## config.mk

```make
export PLATFORM = sky130hd
export DESIGN_NAME = pulse_width_weather_decoder_unit
export DESIGN_NICKNAME = d
export VERILOG_FILES = /design/src/hw/rtl/pwwd_pkg.sv /design/src/hw/rtl/pwwd_in_stage.sv /design/src/hw/rtl/pwwd_fsm.sv /design/src/hw/rtl/pwwd_out_stage.sv /design/src/hw/rtl/pulse_width_weather_decoder_unit.sv
export SDC_FILE = /design/constraint.sdc
export NUM_CORES = 1
export LEC_CHECK = 0
export BUFFER_PORTS_ARGS = -buffer_cell sky130_fd_sc_hd__buf_2
export CAP_MARGIN = 20
export CORE_MARGIN = 5
export CORE_UTILIZATION = 52
export CTS_CLUSTER_SIZE = 24
export DETAILED_ROUTE_END_ITERATION = 8
export PLACE_DENSITY = 0.76
export SYNTH_ARGS = -nofsm -noshare
export SYNTH_HDL_FRONTEND = slang
export SYNTH_SLANG_ARGS = --single-unit
```

## constraint.sdc

```tcl
create_clock -name clk -period 2.98 [get_ports clk]
set_input_delay 0.596 -clock clk [delete_from_list [all_inputs] [get_ports clk]]
set_output_delay 0.596 -clock clk [all_outputs]
set_load 0.02 [all_outputs]
```

## src/hw/rtl/pwwd_pkg.sv

```systemverilog
package pwwd_pkg;

  // Widths of the item and result fields
  localparam int DUR_W      = 16;
  localparam int DATA_W     = 32;
  localparam int PRE_CNT_W  = 8;
  localparam int BIT_CNT_W  = 7;
  localparam int CFG_ADDR_W = 1;
  localparam int CFG_DATA_W = 16;
  localparam int IN_TDATA_W  = 24;   // 17 payload bits padded to bytes
  localparam int OUT_TDATA_W = 40;   // 33 payload bits padded to bytes

  localparam int PACKET_BITS_DEF = 32;

  // Register indexes on the configuration port
  localparam logic [CFG_ADDR_W-1:0] REG_LONG_THRESHOLD = 1'd0;
  localparam logic [CFG_ADDR_W-1:0] REG_MIN_PREAMBLE   = 1'd1;

  localparam logic [DUR_W-1:0]     LONG_THRESHOLD_RST = 16'd2000;
  localparam logic [PRE_CNT_W-1:0] MIN_PREAMBLE_RST   = 8'd10;

  // Pulse windows in microseconds, bounds inclusive
  localparam logic [DUR_W-1:0] PRE_HI_MIN    = 16'd1400;
  localparam logic [DUR_W-1:0] PRE_HI_MAX    = 16'd2000;
  localparam logic [DUR_W-1:0] PRE_LO_MIN    = 16'd1000;
  localparam logic [DUR_W-1:0] PRE_LO_MAX    = 16'd1600;
  localparam logic [DUR_W-1:0] SYNC_LO_MIN   = 16'd4000;
  localparam logic [DUR_W-1:0] SYNC_LO_MAX   = 16'd4600;
  localparam logic [DUR_W-1:0] SYNC_HI_MIN   = 16'd5300;
  localparam logic [DUR_W-1:0] SYNC_HI_MAX   = 16'd6000;
  localparam logic [DUR_W-1:0] FIN_SHORT_MIN = 16'd5000;
  localparam logic [DUR_W-1:0] FIN_SHORT_MAX = 16'd6000;
  localparam logic [DUR_W-1:0] FIN_LONG_MAX  = 16'd7500;

  typedef enum logic [2:0] {
    PH_IDLE      = 3'd0,
    PH_PREAMBLE  = 3'd1,
    PH_SYNC_LOW  = 3'd2,
    PH_SYNC_HIGH = 3'd3,
    PH_WAIT      = 3'd4,
    PH_ONE       = 3'd5,
    PH_ZERO      = 3'd6
  } phase_t;

  typedef struct packed {
    logic [DUR_W-1:0] duration;
    logic             pin_level;
  } pulse_t;

  typedef struct packed {
    logic              packet_valid;
    logic [DATA_W-1:0] packet_data;
  } result_t;

  typedef struct packed {
    logic [DUR_W-1:0]     long_threshold;
    logic [PRE_CNT_W-1:0] min_preamble;
  } cfg_t;

endpackage

```

## src/hw/rtl/pwwd_in_stage.sv

```systemverilog
module pwwd_in_stage (
  input  logic            clk,
  input  logic            rst_n,
  input  logic            in_tvalid,
  output logic            in_tready,
  input  pwwd_pkg::pulse_t in_pulse,
  input  logic            adv,
  output logic            valid,
  output pwwd_pkg::pulse_t pulse
);

  logic             valid_r, valid_nxt;
  pwwd_pkg::pulse_t pulse_r;

  // Slot is free when empty or when its pulse moves on this cycle
  assign in_tready = !valid_r || adv;
  assign valid_nxt = (in_tvalid && in_tready) || (valid_r && !adv);

  always_ff @(posedge clk) begin
    if (!rst_n) begin
      valid_r <= 1'b0;
    end else begin
      valid_r <= valid_nxt;
    end
  end

  always_ff @(posedge clk) begin
    if (in_tvalid && in_tready) begin
      pulse_r <= in_pulse;
    end
  end

  assign valid = valid_r;
  assign pulse = pulse_r;

endmodule

```

## src/hw/rtl/pwwd_fsm.sv

```systemverilog
module pwwd_fsm #(
  parameter int PACKET_BITS = pwwd_pkg::PACKET_BITS_DEF
) (
  input  logic              clk,
  input  logic              rst_n,
  input  logic              adv,
  input  pwwd_pkg::pulse_t  pulse,
  input  pwwd_pkg::cfg_t    cfg,
  output pwwd_pkg::result_t result
);

  localparam logic [pwwd_pkg::BIT_CNT_W-1:0] PKT_BITS_C =
    pwwd_pkg::BIT_CNT_W'(PACKET_BITS);

  pwwd_pkg::phase_t                     phase_r, phase_nxt;
  logic [pwwd_pkg::PRE_CNT_W-1:0]       pre_cnt_r, pre_cnt_nxt;
  logic [pwwd_pkg::DATA_W-1:0]          store_r, store_nxt;
  logic [pwwd_pkg::BIT_CNT_W-1:0]       cnt_r, cnt_nxt;

  logic [pwwd_pkg::DUR_W-1:0] dur;
  logic high, is_long, hi_pre, lo_pre, sync_lo, sync_hi, fin_short, fin_long;
  logic check;

  assign dur       = pulse.duration;
  assign high      = pulse.pin_level;
  assign is_long   = dur > cfg.long_threshold;
  assign hi_pre    = high && dur >= pwwd_pkg::PRE_HI_MIN && dur <= pwwd_pkg::PRE_HI_MAX;
  assign lo_pre    = !high && dur >= pwwd_pkg::PRE_LO_MIN && dur <= pwwd_pkg::PRE_LO_MAX;
  assign sync_lo   = !high && dur >= pwwd_pkg::SYNC_LO_MIN && dur <= pwwd_pkg::SYNC_LO_MAX;
  assign sync_hi   = high && dur >= pwwd_pkg::SYNC_HI_MIN && dur <= pwwd_pkg::SYNC_HI_MAX;
  assign fin_short = !high && dur >= pwwd_pkg::FIN_SHORT_MIN &&
                     dur <= pwwd_pkg::FIN_SHORT_MAX;
  assign fin_long  = !high && dur > pwwd_pkg::FIN_SHORT_MAX &&
                     dur <= pwwd_pkg::FIN_LONG_MAX;

  always_comb begin
    phase_nxt   = phase_r;
    pre_cnt_nxt = pre_cnt_r;
    store_nxt   = store_r;
    cnt_nxt     = cnt_r;
    check       = 1'b0;
    result      = '0;

    case (phase_r)
      pwwd_pkg::PH_IDLE: begin
        store_nxt   = '0;
        cnt_nxt     = '0;
        pre_cnt_nxt = '0;
        if (hi_pre) begin
          phase_nxt   = pwwd_pkg::PH_PREAMBLE;
          pre_cnt_nxt = 8'd1;
        end
      end
      pwwd_pkg::PH_PREAMBLE: begin
        if (lo_pre || hi_pre) begin
          if (pre_cnt_r != '1) pre_cnt_nxt = pre_cnt_r + 8'd1;
        end else if (sync_lo && pre_cnt_r > cfg.min_preamble) begin
          phase_nxt = pwwd_pkg::PH_SYNC_LOW;
        end else begin
          phase_nxt   = pwwd_pkg::PH_IDLE;
          pre_cnt_nxt = '0;
          store_nxt   = '0;
          cnt_nxt     = '0;
        end
      end
      pwwd_pkg::PH_SYNC_LOW: begin
        if (sync_hi) begin
          phase_nxt = pwwd_pkg::PH_SYNC_HIGH;
        end else begin
          phase_nxt   = pwwd_pkg::PH_IDLE;
          pre_cnt_nxt = '0;
          store_nxt   = '0;
          cnt_nxt     = '0;
        end
      end
      pwwd_pkg::PH_SYNC_HIGH: begin
        if (fin_short) begin
          phase_nxt = pwwd_pkg::PH_WAIT;
        end else if (fin_long) begin
          phase_nxt = pwwd_pkg::PH_ZERO;
        end else begin
          phase_nxt   = pwwd_pkg::PH_IDLE;
          pre_cnt_nxt = '0;
          store_nxt   = '0;
          cnt_nxt     = '0;
        end
      end
      pwwd_pkg::PH_ONE: begin
        // bits past the store width are counted only
        if (cnt_r < 7'd32) store_nxt = store_r | (32'd1 << cnt_r[4:0]);
        cnt_nxt   = cnt_r + 7'd1;
        phase_nxt = is_long ? pwwd_pkg::PH_ZERO : pwwd_pkg::PH_WAIT;
        check     = 1'b1;
      end
      pwwd_pkg::PH_ZERO: begin
        cnt_nxt   = cnt_r + 7'd1;
        phase_nxt = is_long ? pwwd_pkg::PH_ONE : pwwd_pkg::PH_WAIT;
        check     = 1'b1;
      end
      pwwd_pkg::PH_WAIT: begin
        if (is_long) begin
          phase_nxt   = pwwd_pkg::PH_IDLE;
          pre_cnt_nxt = '0;
          store_nxt   = '0;
          cnt_nxt     = '0;
        end else begin
          phase_nxt = high ? pwwd_pkg::PH_ONE : pwwd_pkg::PH_ZERO;
          check     = 1'b1;
        end
      end
      default: begin
        phase_nxt   = pwwd_pkg::PH_IDLE;
        pre_cnt_nxt = '0;
        store_nxt   = '0;
        cnt_nxt     = '0;
      end
    endcase

    // packet complete: hand out the store and start over
    if (check && cnt_nxt >= PKT_BITS_C) begin
      result.packet_valid = 1'b1;
      result.packet_data  = store_nxt;
      phase_nxt   = pwwd_pkg::PH_IDLE;
      pre_cnt_nxt = '0;
      store_nxt   = '0;
      cnt_nxt     = '0;
    end
  end

  always_ff @(posedge clk) begin
    if (!rst_n) begin
      phase_r   <= pwwd_pkg::PH_IDLE;
      pre_cnt_r <= '0;
      store_r   <= '0;
      cnt_r     <= '0;
    end else if (adv) begin
      phase_r   <= phase_nxt;
      pre_cnt_r <= pre_cnt_nxt;
      store_r   <= store_nxt;
      cnt_r     <= cnt_nxt;
    end
  end

endmodule

```

## src/hw/rtl/pwwd_out_stage.sv

```systemverilog
module pwwd_out_stage (
  input  logic              clk,
  input  logic              rst_n,
  input  logic              in_valid,
  input  pwwd_pkg::result_t result,
  input  logic              out_tready,
  output logic              out_tvalid,
  output pwwd_pkg::result_t out_result,
  output logic              adv
);

  logic              valid_r, valid_nxt;
  pwwd_pkg::result_t result_r;

  // A pulse moves on when the result register is empty or being drained
  assign adv       = in_valid && (!valid_r || out_tready);
  assign valid_nxt = adv || (valid_r && !out_tready);

  always_ff @(posedge clk) begin
    if (!rst_n) begin
      valid_r <= 1'b0;
    end else begin
      valid_r <= valid_nxt;
    end
  end

  always_ff @(posedge clk) begin
    if (adv) begin
      result_r <= result;
    end
  end

  assign out_tvalid = valid_r;
  assign out_result = result_r;

endmodule

```

## src/hw/rtl/pulse_width_weather_decoder_unit.sv

```systemverilog
// Channel  | Ports                       | Request
// ---------+-----------------------------+------------------------------------
// in       | in_tvalid/in_tready/tdata   | one radio pulse
// out      | out_tvalid/out_tready/tdata | one result per pulse
// cfg      | cfg_we/cfg_addr/cfg_wdata   | register write, no wait
//
// One pulse per clock sustained while out_tready is high; each accepted pulse
// goes into the input register, then is decoded into the result register.
// The decode is a single pass of window compares and one bit insert.
// rst_n is synchronous, active low; it idles the decoder and loads defaults.
// out_tready low holds the result; one more pulse waits in the input
// register before in_tready drops.
module pulse_width_weather_decoder_unit #(
  parameter int PACKET_BITS = pwwd_pkg::PACKET_BITS_DEF
) (
  input  logic                                clk,
  input  logic                                rst_n,
  input  logic                                in_tvalid,
  output logic                                in_tready,
  // [15:0] duration, [16] pin_level, [23:17] zero
  input  logic [pwwd_pkg::IN_TDATA_W-1:0]     in_tdata,
  output logic                                out_tvalid,
  input  logic                                out_tready,
  // [0] packet_valid, [32:1] packet_data, [39:33] zero
  output logic [pwwd_pkg::OUT_TDATA_W-1:0]    out_tdata,
  input  logic                                cfg_we,
  input  logic [pwwd_pkg::CFG_ADDR_W-1:0]     cfg_addr,
  input  logic [pwwd_pkg::CFG_DATA_W-1:0]     cfg_wdata
);

  pwwd_pkg::pulse_t  in_pulse, pulse;
  pwwd_pkg::result_t result, out_result;
  pwwd_pkg::cfg_t    cfg_r;
  logic              pulse_valid, adv;

  // Configuration registers
  always_ff @(posedge clk) begin
    if (!rst_n) begin
      cfg_r.long_threshold <= pwwd_pkg::LONG_THRESHOLD_RST;
      cfg_r.min_preamble   <= pwwd_pkg::MIN_PREAMBLE_RST;
    end else if (cfg_we) begin
      case (cfg_addr)
        pwwd_pkg::REG_LONG_THRESHOLD: cfg_r.long_threshold <= cfg_wdata;
        pwwd_pkg::REG_MIN_PREAMBLE:   cfg_r.min_preamble   <= cfg_wdata[7:0];
        default: ;
      endcase
    end
  end

  assign in_pulse.duration  = in_tdata[15:0];
  assign in_pulse.pin_level = in_tdata[16];

  pwwd_in_stage u_in (
    .clk       (clk),
    .rst_n     (rst_n),
    .in_tvalid (in_tvalid),
    .in_tready (in_tready),
    .in_pulse  (in_pulse),
    .adv       (adv),
    .valid     (pulse_valid),
    .pulse     (pulse)
  );

  pwwd_fsm #(
    .PACKET_BITS (PACKET_BITS)
  ) u_fsm (
    .clk    (clk),
    .rst_n  (rst_n),
    .adv    (adv),
    .pulse  (pulse),
    .cfg    (cfg_r),
    .result (result)
  );

  pwwd_out_stage u_out (
    .clk        (clk),
    .rst_n      (rst_n),
    .in_valid   (pulse_valid),
    .result     (result),
    .out_tready (out_tready),
    .out_tvalid (out_tvalid),
    .out_result (out_result),
    .adv        (adv)
  );

  assign out_tdata = {7'd0, out_result.packet_data, out_result.packet_valid};

endmodule
```

==> parameters.txt <==
Parameter                              Value

Setup path
  Critical Path Sink Type    register
  Arrival time reported for the critical path endpoint    3.39 ns
  R2R depth    12
  Worst path cell trace    buf_6 > or3_4 > or3_4 > or4_4 > a21o_1 > nand2b_4 > o31ai_4 > buf_6 > a31oi_4 > buf_6 > nor2_4 > a32o_1
  Element type at the critical path start    register
  Register-to-register setup slack    -0.09 ns
  Reg-to-reg critical path startpoint    u_in.pulse[14]$_DFFE_PP_
  Worst path required time    ~3.3 ns
  Classification of the worst setup path    reg2reg
  End of the worst register-to-register path    u_fsm.store_r[31]$_SDFFE_PN0P_
  Peak fanout along the critical path    6
  Largest stage delay on the critical path    0.49 ns
  Library cell appearing most often on the critical path    sky130_fd_sc_hd__buf_6
  Slowest cell on the critical path    sky130_fd_sc_hd__or4_4
  Worst setup path startpoint    u_in.pulse[14]$_DFFE_PP_

Timing
  Total of endpoints with negative setup slack in the final report    36
  Post-route minimum period    3.07 ns
  Final clock period utilization by the worst path    103%
  Final sum of negative setup slack    -1.84 ns
  Transition time of the tightest slew-check pin    0.755 ns
  Fmax    around 0.33 GHz
  Setup repair after global routing missed its margin    true
  Slew HR    49.5%
  Final Hold Fails    0
  Final count of pins violating max slew    0
  Final worst slack    -0.0910 ns
  Max Clock Skew    0.0129 ns
  Final-layout worst hold slack    ~0.34 ns

Routing
  Remaining number of nets flagged by the antenna check after routing    0
  Routed wire length per instance    ~17 um
  Drt total wl    16200 um
  Initial drt markers    435
  Vias after detailed routing    ~5600
  Number of iterations in the first detailed-routing pass    5
  Detail-routed via count per cell    5.79
  DRC    0

Placed design
  Count of buffers inserted at the top-level ports    between 70 and 80
  RD Place Congestion    0.864
  Number of cells after detailed placement    930
  Minimum setup slack after placement    -0.209 ns
  Detailed placer's ending HPWL    11300 um
  Placement Cell Area    0.00703 mm^2

Finish
  Most frequent cells in the layout    87 x sky130_fd_sc_hd__nand2_1, 84 x sky130_fd_sc_hd__nor2_1, 76 x sky130_fd_sc_hd__dfxtp_1
  Fin cells    just under 1000
  Antenna diode instance count    0
  End-of-flow core utilization    67.5%
  Fraction of layout instances using a drive strength above 1    26.9%
  Final instance area    0.00807 mm^2
  Final layout net count    893
  Filler cells    883
  Most common cell after layout, fill and taps aside    sky130_fd_sc_hd__nand2_1
  Area growth from synthesis to layout    27.9%

Yosys
  Sequential-to-total area share from yosys stat    47.9%
  Fraction of synthesized area in multiplexers    0.159%
  Compound-cell area share of the yosys netlist    17.5%
  XOR/XNOR share of the synthesized area    0.416%
  Synthesized area    0.00631 mm^2
  Most used DFF post-synth    sky130_fd_sc_hd__dfxtp_1
  Cells after Synth    700
  Post-synthesis async set-or-reset flop share    0%
  Post-synthesis average cell area    9.02 um^2
  #FFs+latches synth    126
  Synthesized-area fraction occupied by adder cells    under 10%
  Unique cell type count in the Yosys netlist    70
  Post-Synth Simple-Gate Area    21.5%
  Synth warnings    0
  Main combinational cell family by area after synthesis    simple AND/OR/NAND/NOR gates
  Number of enable-type register cells in the synthesized netlist    50

CTS
  CTS tree    yes
  Maximum clock path buffer count    2
  Sink count of the clock tree    126
  Number of clock buffers inserted by TritonCTS    17
  Hold Buf Count CTS    0
  CTS clock-pin slew for the worst setup and hold paths    0.06 ns
  Clock tree root buffer cell    sky130_fd_sc_hd__clkbuf_16
  Clock insertion delay at the later pin of the skew report    about 0.43 ns
  H-tree depth reported by CTS    4

Power and ir drop
  Worst vdd rail ir drop    0.423 mV
  Static Leak    around 3 nW
  Power consumption    roughly 4.3 mW
  Areal power density over the cells    534 mW/mm^2

Floorplanning
  Total Die Area    0.0144 mm^2
  Num ports    88
  Effective utilization at floorplan    52.8%
  Die height    120 um
  Site Rows    40
  Area of the placeable core    0.0120 mm^2
  Die Span X    120 um

Global route
  Wire length of the first global-routing pass    25800 um
  Antenna violations before repair    0
  Global route hottest layer    met2
  Aggregate global routing overflow    0
  Fraction of met2 tracks used by global routing    approximately 40%
  Global routing met1 resource utilization    roughly a quarter
  Pin count of the biggest net entering global routing    26
  Met3 demand-to-capacity share in global routing    4.76%
  Total track usage    22.4%
  Vias in the first global route    5507

Job
  # Max-Cap Violations    0

Min path
  Sink of the worst hold path    u_in.pulse[14]$_DFFE_PP_
  Worst hold stages    1
  Class of the worst hold path    in2reg
  Startpoint of the worst hold path    in_tdata[13]

Status
  Status    finished, violations left
  Failing checks    setup timing
## routing by layer
layer  up-vias  routed length, um  part of all wire [%]
met4         0                596                   3.7
li1       2727                  -                     -
met2       189               8400                    52
met5         -                  0                     0
met3        44                781                   4.8
met1      2688               6420                    40
## what timing repair did
item,4_1_cts,5_1_grt
pin swaps,18,30
setup buffers,7,3
setup endpoints to repair,52,73
gates resized for setup,19,46
gates cloned,3,1
## sequential cells by signal, summed over array words and instances (netlist names)
| signal | count |
|---|---|
| u_fsm.pre_cnt_r | 8 |
| u_fsm.cnt_r | 7 |
| u_out.out_result | 33 |
| u_in.valid | 1 |
| u_fsm.phase_r | 3 |
| u_fsm.store_r | 32 |
| u_out.out_tvalid | 1 |
| u_in.pulse | 17 |
| cfg_r | 24 |
## synth_stat cells, types with 3 or more instances
master | count | area [um^2]
sky130_fd_sc_hd__ha_1 | 31 | 388
sky130_fd_sc_hd__or3_1 | 8 | 50.1
sky130_fd_sc_hd__a22oi_1 | 4 | 30.0
sky130_fd_sc_hd__o2bb2ai_1 | 11 | 96.3
sky130_fd_sc_hd__nor2_1 | 85 | 319
sky130_fd_sc_hd__o21ai_0 | 26 | 130
sky130_fd_sc_hd__inv_1 | 43 | 161
sky130_fd_sc_hd__nand2_1 | 89 | 334
sky130_fd_sc_hd__a31oi_1 | 9 | 56.3
sky130_fd_sc_hd__nand3_1 | 23 | 115
sky130_fd_sc_hd__nand2b_1 | 5 | 31.3
sky130_fd_sc_hd__a21o_1 | 3 | 22.5
sky130_fd_sc_hd__buf_4 | 8 | 60.1
sky130_fd_sc_hd__buf_6 | 3 | 33.8
sky130_fd_sc_hd__a21oi_1 | 50 | 250
sky130_fd_sc_hd__nor4_1 | 5 | 31.3
sky130_fd_sc_hd__nor3_1 | 18 | 90.1
sky130_fd_sc_hd__edfxtp_1 | 50 | 1500
sky130_fd_sc_hd__dfxtp_1 | 76 | 1520
sky130_fd_sc_hd__nand4_1 | 11 | 68.8
sky130_fd_sc_hd__a22o_1 | 9 | 78.8
sky130_fd_sc_hd__a32o_1 | 5 | 50.1
sky130_fd_sc_hd__nor2b_1 | 8 | 50.1
sky130_fd_sc_hd__and3_1 | 4 | 25.0
sky130_fd_sc_hd__o31ai_1 | 3 | 22.5
sky130_fd_sc_hd__clkbuf_1 | 24 | 90.1
sky130_fd_sc_hd__and2_1 | 13 | 81.3
sky130_fd_sc_hd__o211ai_1 | 12 | 90.1
sky130_fd_sc_hd__buf_2 | 9 | 45.0
sky130_fd_sc_hd__nand4b_1 | 3 | 26.3
sky130_fd_sc_hd__o21ai_1 | 4 | 20.0
## worst max path at each step
stage	cells past startpoint	to	slack, ns
after floorplan	12	u_fsm.store_r[31]$_SDFFE_PN0P_	0.01
after global routing	12	u_fsm.store_r[31]$_SDFFE_PN0P_	-0.21
after detailed placement	10	u_fsm.store_r[5]$_SDFFE_PN0P_	-0.21
after global placement	10	u_fsm.store_r[5]$_SDFFE_PN0P_	-0.13
after CTS	12	u_fsm.store_r[31]$_SDFFE_PN0P_	-0.04
final	12	u_fsm.store_r[31]$_SDFFE_PN0P_	-0.09
## where the power goes
group | internal, mW | total (mW) | switching, mW
clock network | 1.29 | 2.07 | 0.779
logic | 0.141 | 0.370 | 0.229
registers | 1.85 | 1.87 | 0.0259
## cell families (layout without fill, tap and decap cells)
logic type | Yosys count | in the layout
buffers and inverters | 89 | 209
and+or+nand+nor | 286 | 289
AOI/OAI and AO/OA | 163 | 163
DFF | 126 | 126
adders and majority gates | 31 | 31
other | 1 | 7
muxes | 1 | 1
xor gates and xnor gates | 3 | 3
## worst max-delay path: cells and delay by family (launching register included)
kind / cells / cell delay [ns]
AND/OR/NAND/NOR: 5 / 1.37
flip-flops: 1 / 0.44
buffers and inverters: 3 / 0.45
AO/OA/AOI/OAI: 4 / 0.68
## area by class of cell
cell class	count	area (um^2)	area share (%)
clock buffers	23	543	6.73
clock inverters	9	68.8	0.852
inverters	44	165	2.05
multi-input cells	494	3210	39.7
flip-flops and latches	126	3020	37.4
well taps	147	184	2.28
repair buffers	133	881	10.9
Power figures use the tool's default switching activity.
